[src/design/dps_pkg.sv]
// Shared types, constants and helpers for the delay path selector.
package dps_pkg;

    localparam int PATH_COUNT = 3;
    localparam int PATH_W     = (PATH_COUNT > 1) ? $clog2(PATH_COUNT) : 1;

    localparam int PATH_ID_W  = 2;
    localparam int RTT_W      = 25;
    localparam int TIME_W     = 32;
    localparam int SRTT_W     = RTT_W + 3;
    localparam int HYST_W     = 24;
    localparam int ACTIVE_W   = 2;
    localparam int MASK_W     = 3;

    localparam int CFG_IDX_W  = 2;
    localparam int CFG_DATA_W = 32;

    localparam int IN_DATA_W  = 64;
    localparam int OUT_DATA_W = 8;

    localparam logic [HYST_W-1:0] HYST_RESET  = 24'd10000;
    localparam logic [TIME_W-1:0] GUARD_RESET = 32'd1000000;

    typedef enum logic {
        CMD_SAMPLE = 1'b0,
        CMD_CHECK  = 1'b1
    } cmd_t;

    typedef enum logic [CFG_IDX_W-1:0] {
        REG_HYST   = 2'd0,
        REG_GUARD0 = 2'd1,
        REG_GUARD1 = 2'd2,
        REG_GUARD2 = 2'd3
    } reg_idx_t;

    typedef struct packed {
        logic [HYST_W-1:0] hyst;
        logic [TIME_W-1:0] guard0;
        logic [TIME_W-1:0] guard1;
        logic [TIME_W-1:0] guard2;
    } cfg_t;

    typedef struct packed {
        cmd_t               command;
        logic [PATH_ID_W-1:0] path_id;
        logic [RTT_W-1:0]   rtt;
        logic [TIME_W-1:0]  now;
    } item_t;

    typedef struct packed {
        logic [PATH_COUNT-1:0][SRTT_W-1:0] srtt;
        logic [PATH_COUNT-1:0]             has_sample;
        logic [PATH_COUNT-1:0]             armed;
        logic [PATH_COUNT-1:0][TIME_W-1:0] start;
        logic [PATH_W-1:0]                 current;
    } state_t;

    typedef struct packed {
        logic [ACTIVE_W-1:0] active_path;
        logic                switched;
        logic [MASK_W-1:0]   armed_mask;
    } result_t;

    // paths beyond the third share the last guard time
    function automatic logic [TIME_W-1:0] guard_time_of(input cfg_t cfg, input int p);
        logic [TIME_W-1:0] gt;
        case (p)
            0:       gt = cfg.guard0;
            1:       gt = cfg.guard1;
            default: gt = cfg.guard2;
        endcase
        return gt;
    endfunction

endpackage

[src/design/dps_eval.sv]
// Next-state and result logic for one sample or check beat.
module dps_eval (
    input  dps_pkg::cfg_t    cfg,
    input  dps_pkg::state_t  state,
    input  dps_pkg::item_t   item,
    output dps_pkg::state_t  state_next,
    output dps_pkg::result_t result
);
    import dps_pkg::*;

    logic [SRTT_W+2:0]      seven_s;
    logic [SRTT_W-1:0]      srtt_blend;
    logic [SRTT_W:0]        srtt_sum;
    logic [SRTT_W-1:0]      srtt_upd;
    logic                   path_ok;
    logic                   is_sample;
    logic [PATH_COUNT-1:0]  target;
    logic [PATH_COUNT-1:0][SRTT_W-1:0] srtt_n;
    logic [PATH_COUNT-1:0]  has_n;
    logic                   all_sampled;
    logic [SRTT_W-1:0]      srtt_cur;
    logic [SRTT_W:0]        hyst8;
    logic [PATH_COUNT-1:0]  beats;
    logic [PATH_COUNT-1:0]  expired;
    logic [TIME_W-1:0]      elapsed;
    logic                   found;
    logic [PATH_W-1:0]      found_idx;
    logic [SRTT_W-1:0]      srtt_sel;

    always_comb
    begin
        is_sample = (item.command == CMD_SAMPLE);
        path_ok   = ({30'd0, item.path_id} < 32'(PATH_COUNT));

        srtt_sel = '0;
        for (int p = 0; p < PATH_COUNT; p++)
        begin
            target[p] = is_sample && path_ok && ({30'd0, item.path_id} == 32'(p));
            if (target[p])
                srtt_sel = state.srtt[p];
        end

        // rtt + round(7/8 * srtt)
        seven_s    = {srtt_sel, 3'b000} - {3'b000, srtt_sel};
        srtt_blend = SRTT_W'((seven_s + (SRTT_W+3)'(4)) >> 3);
        srtt_sum   = {1'b0, srtt_blend} + (SRTT_W+1)'(item.rtt);
        srtt_upd   = srtt_sum[SRTT_W-1:0];

        for (int p = 0; p < PATH_COUNT; p++)
        begin
            srtt_n[p] = state.srtt[p];
            has_n[p]  = state.has_sample[p] | target[p];
            if (target[p])
                srtt_n[p] = state.has_sample[p] ? srtt_upd : {item.rtt, 3'b000};
        end
        all_sampled = &has_n;

        srtt_cur = srtt_n[state.current];
        hyst8    = (SRTT_W+1)'({item.command == CMD_SAMPLE ? cfg.hyst : cfg.hyst, 3'b000});
        for (int p = 0; p < PATH_COUNT; p++)
            beats[p] = ({1'b0, srtt_cur} >= ({1'b0, srtt_n[p]} + hyst8));

        state_next            = state;
        state_next.srtt       = srtt_n;
        state_next.has_sample = has_n;
        result.switched       = 1'b0;
        expired               = '0;
        found                 = 1'b0;
        found_idx             = state.current;
        elapsed               = '0;

        if (is_sample)
        begin
            if (path_ok && all_sampled)
            begin
                for (int p = 0; p < PATH_COUNT; p++)
                begin
                    if ((32'(state.current) != 32'(p)) && beats[p] && !state.armed[p])
                    begin
                        state_next.armed[p] = 1'b1;
                        state_next.start[p] = item.now;
                    end
                end
            end
        end
        else
        begin
            // lowest expired path that still beats the active one wins
            for (int p = 0; p < PATH_COUNT; p++)
            begin
                elapsed    = item.now - state.start[p];
                expired[p] = state.armed[p] && (elapsed >= guard_time_of(cfg, p));
                if (!found && expired[p] && beats[p])
                begin
                    found     = 1'b1;
                    found_idx = PATH_W'(p);
                end
            end
            if (found)
            begin
                state_next.armed   = '0;
                state_next.current = found_idx;
                result.switched    = (found_idx != state.current);
            end
            else
            begin
                state_next.armed = state.armed & ~expired;
            end
        end

        result.active_path = ACTIVE_W'(state_next.current);
        result.armed_mask  = '0;
        for (int p = 0; p < PATH_COUNT; p++)
        begin
            if (p < MASK_W)
                result.armed_mask[p[1:0]] = state_next.armed[p];
        end
    end

endmodule

[src/design/delay_path_selector.sv]
// Delay path selector top level: input stage, state, config and result register.
// An accepted input beat is held in the input stage, then its result is held in the result register.
// Throughput: one beat per cycle while the output is not stalled; the state update is combinational logic in dps_eval.
// Output register frees the input stage whenever the result is taken or empty.
// Reset: rst_n async low; SRTTs, samples and guards clear, path 0 active,
// config registers return to defaults.
module delay_path_selector (
    input  logic                              clk,
    input  logic                              rst_n,
    input  logic                              s_tvalid,
    output logic                              s_tready,
    input  logic [dps_pkg::IN_DATA_W-1:0]     s_tdata,   // path_id, rtt_us, now_us
    input  logic                              s_tuser,   // command
    output logic                              m_tvalid,
    input  logic                              m_tready,
    output logic [dps_pkg::OUT_DATA_W-1:0]    m_tdata,   // active_path, switched, armed_mask
    input  logic                              cfg_we,
    input  logic [dps_pkg::CFG_IDX_W-1:0]     cfg_index,
    input  logic [dps_pkg::CFG_DATA_W-1:0]    cfg_data
);
    import dps_pkg::*;

    cfg_t    cfg_reg;
    state_t  state_reg;
    state_t  state_next;
    item_t   item_reg;
    item_t   item_in;
    result_t res_next;
    result_t res_reg;
    logic    in_valid_reg;
    logic    out_valid_reg;
    logic    advance;

    assign item_in.command = cmd_t'(s_tuser);
    assign item_in.path_id = s_tdata[1:0];
    assign item_in.rtt     = s_tdata[26:2];
    assign item_in.now     = s_tdata[58:27];

    assign advance  = in_valid_reg && (!out_valid_reg || m_tready);
    assign s_tready = !in_valid_reg || advance;
    assign m_tvalid = out_valid_reg;
    assign m_tdata  = {2'b00, res_reg.armed_mask, res_reg.switched, res_reg.active_path};

    dps_eval u_eval (
        .cfg        (cfg_reg),
        .state      (state_reg),
        .item       (item_reg),
        .state_next (state_next),
        .result     (res_next)
    );

    always_ff @(posedge clk or negedge rst_n)
    begin
        if (!rst_n)
        begin
            cfg_reg.hyst   <= HYST_RESET;
            cfg_reg.guard0 <= GUARD_RESET;
            cfg_reg.guard1 <= GUARD_RESET;
            cfg_reg.guard2 <= GUARD_RESET;
        end
        else if (cfg_we)
        begin
            case (reg_idx_t'(cfg_index))
                REG_HYST:   cfg_reg.hyst   <= cfg_data[HYST_W-1:0];
                REG_GUARD0: cfg_reg.guard0 <= cfg_data;
                REG_GUARD1: cfg_reg.guard1 <= cfg_data;
                REG_GUARD2: cfg_reg.guard2 <= cfg_data;
                default:    ;
            endcase
        end
    end

    always_ff @(posedge clk or negedge rst_n)
    begin
        if (!rst_n)
        begin
            state_reg     <= '0;
            in_valid_reg  <= 1'b0;
            out_valid_reg <= 1'b0;
        end
        else
        begin
            if (advance)
                state_reg <= state_next;
            if (s_tready)
                in_valid_reg <= s_tvalid;
            if (advance)
                out_valid_reg <= 1'b1;
            else if (m_tready)
                out_valid_reg <= 1'b0;
        end
    end

    always_ff @(posedge clk)
    begin
        if (s_tready && s_tvalid)
            item_reg <= item_in;
        if (advance)
            res_reg <= res_next;
    end

`ifndef SYNTHESIS
    a_current_in_range: assert property (@(posedge clk) disable iff (!rst_n)
        32'(state_reg.current) < PATH_COUNT)
        else $error("active path out of range");

    a_active_not_armed: assert property (@(posedge clk) disable iff (!rst_n)
        !state_reg.armed[state_reg.current])
        else $error("guard armed on the active path");

    a_armed_needs_samples: assert property (@(posedge clk) disable iff (!rst_n)
        (|state_reg.armed) |-> (&state_reg.has_sample))
        else $error("guard armed before every path has a sample");

    a_switch_clears_guards: assert property (@(posedge clk) disable iff (!rst_n)
        (advance && res_next.switched) |=> (state_reg.armed == '0 && m_tdata[5:3] == 3'b000))
        else $error("guards still armed after a path switch");
`endif

endmodule
[config.mk]
export PLATFORM = sky130hd
export DESIGN_NAME = delay_path_selector
export DESIGN_NICKNAME = d
export VERILOG_FILES = /design/src/design/dps_pkg.sv /design/src/design/dps_eval.sv /design/src/design/delay_path_selector.sv
export SDC_FILE = /design/constraint.sdc
export NUM_CORES = 1
export LEC_CHECK = 0
export BUFFER_PORTS_ARGS = -buffer_cell sky130_fd_sc_hd__buf_2
export CORE_ASPECT_RATIO = 0.75
export CORE_MARGIN = 2
export CORE_UTILIZATION = 55
export DETAILED_ROUTE_END_ITERATION = 10
export GPL_ROUTABILITY_DRIVEN = 0
export PLACE_DENSITY = 0.75
export SYNTH_ARGS = -nofsm -noshare
export SYNTH_HDL_FRONTEND = slang
export SYNTH_SLANG_ARGS = --single-unit
[constraint.sdc]
create_clock -name clk -period 10.5 [get_ports clk]
set_input_delay 1.05 -clock clk [delete_from_list [all_inputs] [get_ports clk]]
set_output_delay 1.05 -clock clk [all_outputs]
set_load 0.05 [all_outputs]
==> After elaboration in Yosys (flattened, before gate mapping) <==
Cells that the tools add are included.
{ "totals": {"word_cells": 133, "out_inout_bits": 10, "regBits": 376} }
{ "classes": {"eq_ne": 8, "order_cmp": 8, "add_sub_neg": 9, "bitwise_logic": 6, "mux": 37, "n_reduce_logical": 43} }
{ "op_table": {"columns": ["op", "n"], "rows": [
  ["2-to-1 mux 28 bit", 10],
  ["2-to-1 mux 32 bit", 6],
  ["2-to-1 mux 99 bit", 1],
  ["greater-or-equal comparator 32 bit", 3],
  ["subtractor 32 bit", 3],
  ["adder 28 x 27 -> 29 bit", 3],
  ["greater-or-equal comparator 28 x 29 -> 1 bit", 3],
  ["binary-select mux 28 bit (select 2 bit)", 1],
  ["adder 31 x 3 -> 31 bit (second input constant)", 1],
  ["subtractor 31 x 28 -> 31 bit", 1],
  ["adder 28 x 25 -> 28 bit", 1],
  ["logical AND 1 bit", 21],
  ["2-to-1 mux 2 bit", 6],
  ["AND reduction 4 bit", 3],
  ["2-to-1 mux 1 bit", 11],
  ["AND reduction 2 bit", 5],
  ["zero test 1 bit", 7],
  ["equality test 2 bit (second input constant)", 3],
  ["2-to-1 mux 3 bit", 2],
  ["equality test 2 x 1 -> 1 bit (second input constant)", 2],
  ["zero test 2 bit", 2],
  ["nonzero test 2 bit", 2],
  ["bitwise AND 3 bit", 1],
  ["less-than comparator 2 x 3 -> 1 bit (second input constant)", 1],
  ["9 further kinds", 12]
]} }

==> Logic depth before layout (Yosys ltp) <==
Gate-level depths: netlist of run 1.
{ "logic_depth": {"ltp_word": 29, "ltp_mapped": 57, "ltp_nobuf": 53} }

==> Cells and area by module <==
A second synthesis of run 1 with hierarchy kept.
{ "hier_totals": {"cells_unflattened": 3350, "area_unflattened_um2": 32831.5} }
{ "by_module_without_submodules": {"columns": ["module", "instances", "cells_each", "area_per_inst_um2"], "rows": [
  ["dps_eval", 1, 2621, 18836.8],
  ["delay_path_selector", 1, 729, 13994.7]
]} }

==> Worst setup path after synthesis of run 1 <==
Ideal clock, no wire load.
{ "synth_path": {"path_type": "register -> register", "start": "register item_reg[57] (netlist bit)", "end": "register state_reg[67] (netlist bit)", "setup_time_ns": 0.125, "n_path_buf": 5, "t_required_ns": 10.375, "arrival_ns": 9.515, "path_slack_ns": 0.860, "path_stages_with_launch": 51, "path_cell_list": "edfxtp_1 buf_2 buf_1 buf_1 mux2i_1 o21ai_0 and2_1 inv_1 ha_1 o21a_1 o21a_1 o21ai_0 a31oi_1 o21ai_0 nand2b_1 nand2_1 a21boi_0 o21a_1 [15 not listed] a221o_1 a2111oi_2 o21ai_0 a31oi_1 nor2_1 xnor2_1 ha_1 nand3_1 or3_1 o211ai_1 o211ai_1 nand3_1 nand3_1 o21bai_2 or3_1 buf_2 buf_6 mux2_4"} }
{ "synth_lines": {"columns": ["item", "line", "rtl"], "rows": [
  ["start: declaration", "delay_path_selector.sv:26", "item_t item_reg;"],
  ["start signal: assignment", "delay_path_selector.sv:97", "item_reg <= item_in;"],
  ["end signal: assignment", "delay_path_selector.sv:84", "state_reg <= state_next;"],
  ["end: declaration", "delay_path_selector.sv:24", "state_t state_reg;"]
]} }

==> results of run 1 <==
per-stage QoR:
| stage | setup slack [ns] | TNS [ns] | cell area [sq um] | instances | power, uW |
|---|---|---|---|---|---|
| final | 0.397 | 0 | 34100 | 4235 | 11900 |
| after global routing | -0.0412 | -0.444 | 34100 | 4235 | 13000 |
| after CTS | 0.0264 | 0 | 33900 | 4230 | 11600 |
| after detailed placement | 0.0755 | 0 | 32500 | 4152 | 10000 |
| after global placement | 0.357 | 0 | 32500 | 4152 | 9860 |
| after floorplan | 0.860 | 0 | 31100 | 3374 | 8180 |
cells by family (layout without fill, tap and decap cells):
group	Yosys count	count (layout)	share of synthesized area (%)
adders and majority gates	403	403	16.4
AOI/OAI and AO/OA	890	890	17.7
xor gates and xnor gates	188	188	5.38
and+or+nand+nor	797	797	12.2
buffers and inverters	378	508	4.72
other	1	2	0.0121
muxes	340	340	12.2
DFF	376	376	31.4
power by group through the flow:
stage	Clock (uW)	Combinational [uW]	Sequential (uW)
after detailed placement	0	7890	2150
after global placement	0	7720	2140
final	1480	8300	2140
after floorplan	0	6080	2100
after CTS	1520	7980	2130
after global routing	1580	9220	2180
worst max-delay path, delay by kind of cell, from the launching register on:
kind / cells / cell delay [ns]
muxes: 2 / 0.46
DFF: 1 / 0.49
buffers and inverters: 3 / 0.50
xor gates and xnor gates: 3 / 0.43
AOI/OAI and AO/OA: 23 / 4.90
adders and majority gates: 4 / 1.28
and+or+nand+nor: 11 / 1.88
final cells by class:
cell class	instances	area, sq um	share of cell area (%)
Inverter	281	1050	3.10
Clock buffer	64	1210	3.56
Sequential cell	376	9770	28.7
Clock inverter	14	144	0.423
Timing Repair Buffer	149	917	2.69
Tap cell	731	915	2.69
Multi-Input combinational cell	2620	20000	58.8
cells in the final DEF, fill, tap and decap left out, types with 62 or more instances in the layout:
cell type | synthesis | routed
a21o_1 | 127 | 127
a21oi_1 | 215 | 209
buf_2 | 6 | 105
dfrtp_1 | 284 | 284
edfxtp_1 | 66 | 66
ha_1 | 396 | 396
inv_1 | 280 | 280
mux2_2 | 192 | 192
mux2i_1 | 117 | 117
nand2_1 | 310 | 310
nand2b_1 | 62 | 62
nor2_1 | 151 | 147
o21ai_0 | 310 | 300
xnor2_1 | 128 | 127
layer usage:
layer / global-route usage, % / wire length [um]
met2: 39.7 / 32900
met1: 40.0 / 38400
met3: 4.33 / 5290
met4: 6.25 / 1630
met5: 1.24 / 136
what timing repair did:
action                     4_1_cts  5_1_grt
setup endpoints to repair        0      107
buffers inserted                 0        5
resized for setup                0       37
how the worst min path moves through the flow:
| stage | to | startpoint | slack [ns] |
|---|---|---|---|
| after floorplan | m_tvalid | in_valid_reg | 0.45 |
| after global placement | m_tvalid | in_valid_reg | 0.47 |
| after detailed placement | m_tvalid | in_valid_reg | 0.48 |
| after CTS | state_reg[119] | state_reg[119] | 0.50 |
| after global routing | cfg_reg[85] | cfg_reg[85] | 0.52 |
| final | state_reg[159] | rst_n | 0.48 |
==> out/qor.txt, run 1 <==
Worst EP arrival: 10.57 ns
R2r setup slk: 0.40 ns
Worst Path Class, Setup: reg2reg
CTS tree: done
Drt drc: 0
Net Sw Frac: 47.8%
R2r startpoint: item_reg[58]
Period utilization: 96.2%
H-tree Lvls: 2
GRT Total Usage: 26.6%
Initial Util: 55.6%
WHS: 0.481 ns
Core area: 0.0559 sq mm
Grt ovf: 0
Slew @ Worst Pin: 0.997 ns
Static Leak: 0.0166 uW
Buffers on Ports: 106
Final Skew: 0.0354 ns
Post-synth EDFFs: 66
Mapped Area: 0.0311 sq mm
Crit path max-delay cell type: or3_2
Core Util, Final: 60.9%
Final Slew Violations: 0
Ys flop type: dfrtp_1
Cell Pwr Density: 350 mW/mm^2
Cells after Synth: 3373
Total of max-cap violations: 0
Initial antenna violation count: 5
Filler Cell Count: 4829
CP Launch Point: item_reg[58]
Final hold viol count: 0
Seq pwr share: 17.9%
Worst setup path endpoint: state_reg[70]
Top post-synthesis cells by area: dfrtp_1, ha_1, mux2_2, edfxtp_1, o21ai_0
FF+latch count, synth: 376
Row count: 75
Fmax: 0.0990 GHz
First-pass GRT wire length: 125 mm
Clock transition at path regs: 0.07 ns
Syn Area/Cell: 9.23 sq um
Largest register FFs: 188
Drt pass-1 iters: 6
Die X-Extent: 279 um
Avg WL per Cell: 18.5 um
Hpwl dp: 59.5 mm
CP max FO: 32
Hold Crit Class: in2async
Final WL: 78.3 mm
Status: complete, no violations
Yosys top cell area share: 22.8%
CTS Sinks: 376
Minimum clock period: 10.10 ns
Syn-to-layout area delta: 9.42%
Worst VDD drop: 0.000170 V
Comb power frac: 69.6%
Syn. warnings: 0
Ant. Diodes: 0
I/O pin cnt: 114
DRT antenna net count: 0
Layout cells sized above 1: 14.9%
CTS Buf Count: 42
Crit path launch type: register
Internal power: 6220 uW
Async S/R FF share, synth: 82.4%
Required @ worst endpoint: 10.97 ns
Largest net degree at the start of global routing: 109
Worst-case reg-to-reg path depth: 46
# setup viols final: 0
Crit-path max cell delay: 0.50 ns
Starting DRT DRC Count: 1886
Via count: 24866
Critical Path Sink Type: register
Count leader, synth: ha_1
Root buffer cell: clkbuf_16
Cell accounting for the most synthesized area: dfrtp_1
Chip height: 210 um
Clk network pwr share: 12.4%
Cell variety after synth: 84
Number of global-route vias before repair: 23380
Slew HR: 33.5%
Post-synth top cells: ha_1, nand2_1, o21ai_0
Die ar.: 0.0585 sq mm
Net load switching power: 5700 uW
Hold buffers post-CTS: 0
Worst r2r dst: state_reg[70]
Share of the yosys chip area belonging to registers: 31.4%
Max Root-Sink Buffers: 3
Skew-Pair Late Insertion Delay: 0.61 ns
Nets: 3977
Vias per cell: 5.87
(Power assumes the default switching activity.)
==> run 2, diff against run 1 <==
--- a/config.mk
+++ b/config.mk
@@ -11,6 +11,7 @@
 export CORE_UTILIZATION = 55
 export DETAILED_ROUTE_END_ITERATION = 10
 export GPL_ROUTABILITY_DRIVEN = 0
+export GPL_TIMING_DRIVEN = 0
 export PLACE_DENSITY = 0.75
 export SYNTH_ARGS = -nofsm -noshare
 export SYNTH_HDL_FRONTEND = slang
==> out/qor.txt, run 2 (same netlist as run 1, synthesis figures left out) <==
Status: complete, no violations
Internal power: 6420 uW
CP max FO: 10
Minimum clock period: 10.22 ns
Most frequent cells in the layout: ha_1, nand2_1, o21ai_0
Core Util, Final: 62.2%
Initial Util: 55.6%
Final hold viol count: 0
Net load switching power: 5900 uW
Worst setup slack after layout: 0.279 ns
Drt pass-1 iters: 6
Worst Path Class, Setup: reg2reg
Period utilization: 97.3%
CTS Sinks: 376
Final Skew: 0.0252 ns
Grt ovf: 0
Drt drc: 0
Buffers on Ports: 106
Chip height: 210 um
Hpwl dp: 67.4 mm
# setup viols final: 0
Crit path max-delay cell type: edfxtp_1
Hold buffers post-CTS: 0
Required @ worst endpoint: 10.97 ns
Cell Pwr Density: 354 mW/mm^2
Clock transition at path regs: 0.06 ns
Total of max-cap violations: 0
I/O pin cnt: 114
CTS tree: done
DRT antenna net count: 0
Crit-path max cell delay: 0.44 ns
Avg WL per Cell: 19.8 um
Critical Path Sink Type: register
CTS Buf Count: 42
Skew-Pair Late Insertion Delay: 0.60 ns
Core area: 0.0559 sq mm
WHS: 0.389 ns
Layout cells sized above 1: 15.7%
H-tree Lvls: 2
Clk network pwr share: 12.6%
Comb power frac: 70.0%
Starting DRT DRC Count: 2612
Final WL: 85.3 mm
Nets: 4060
Hold Crit Class: in2async
Final Slew Violations: 0
Root buffer cell: clkbuf_16
Worst VDD drop: 0.000195 V
Place WS: -2.36 ns
Worst EP arrival: 10.69 ns
Largest net degree at the start of global routing: 93
Largest register FFs: 188
Seq pwr share: 17.4%
Initial antenna violation count: 2
Max Root-Sink Buffers: 3
Slew HR: 14.3%
Static Leak: 0.0168 uW
GRT Total Usage: 28.8%
Fmax: 0.0978 GHz
Number of global-route vias before repair: 24307
Slew @ Worst Pin: 1.25 ns
Die X-Extent: 279 um
Via count: 25911
Row count: 75
Setup TNS: 0 ns
Die ar.: 0.0585 sq mm
First-pass GRT wire length: 133 mm
Syn-to-layout area delta: 11.7%
Crit path launch type: register
Commonest non-fill, non-tap cell in the layout: ha_1
Vias per cell: 6.00
Net Sw Frac: 47.9%
==> run 2: cell types whose count changed in the layout (fill, tap and decap cells not counted), sizes merged <==
cell	before	now
clkbuf	64	130
buf	149	169
clkinv	10	7
clkinvlp	0	2
inv	284	282
diode	0	1
==> run 2: final timing paths <==
path,from,end,slack (ns),cells after the start
min,rst_n,state_reg[103],0.39,1
max in group asynchronous,rst_n,cfg_reg[51],8.41,4
min reg2reg,in_valid_reg,m_tvalid,0.49,1
max reg2reg,item_reg[57],state_reg[67],0.28,49
min in group clk,in_valid_reg,m_tvalid,0.49,1
max,item_reg[57],state_reg[67],0.28,49
==> run 2: power by group through the flow <==
stage,sequential (uW),clock (uW),combinational (uW)
6_report,2140,1560,8620
5_1_grt,2180,1640,9500
4_1_cts,2130,1580,8100
3_5_place_dp,2150,0,7900
3_3_place_gp,2140,0,7740
2_1_floorplan,2100,0,6080
==> run 2: area by class of cell <==
class	count	area [sq um]
antenna	1	2.50
buffer	95	483
clock buffer	67	1310
clock inverter	11	130
fill	4718	21200
inverter	281	1060
multi-input combinational	2620	20200
sequential	376	9770
tap	731	915
timing repair buffer	137	871
==> run 2: per-stage QoR <==
step                total power [uW]  instance area, sq um  instances
floorplan                       8180                 31100       3374
detailed placement             10100                 32700       4215
global placement                9880                 32600       4211
finish                         12300                 34800       4319
global route                   13300                 34800       4318
CTS                            11800                 34400       4300
==> run 2: per-layer routing <==
layer  global-route usage (%)  wire (um)  part of all wire (%)
met1                     43.9      41100                    48
met2                     42.1      35000                    41
met3                     6.23       7860                   9.2
met4                     5.43       1300                   1.5
met5                        0         13                 0.015
==> run 2: critical path, delay by kind of cell (launching register included) <==
kind,cells,cell delay [ns]
flip-flops,1,0.44
AND/OR/NAND/NOR,11,1.93
AO/OA/AOI/OAI,22,4.40
adder cells (fa/ha/maj),4,1.34
buffers and inverters,6,0.92
XOR/XNOR,3,0.46
multiplexers,3,0.60
==> run 2: what timing repair did <==
item | 4_1_cts | 5_1_grt
resized for setup | 49 | 68
buffers inserted | 9 | 18
endpoints found under the setup margin | 107 | 107
pin swaps | 6 | 35
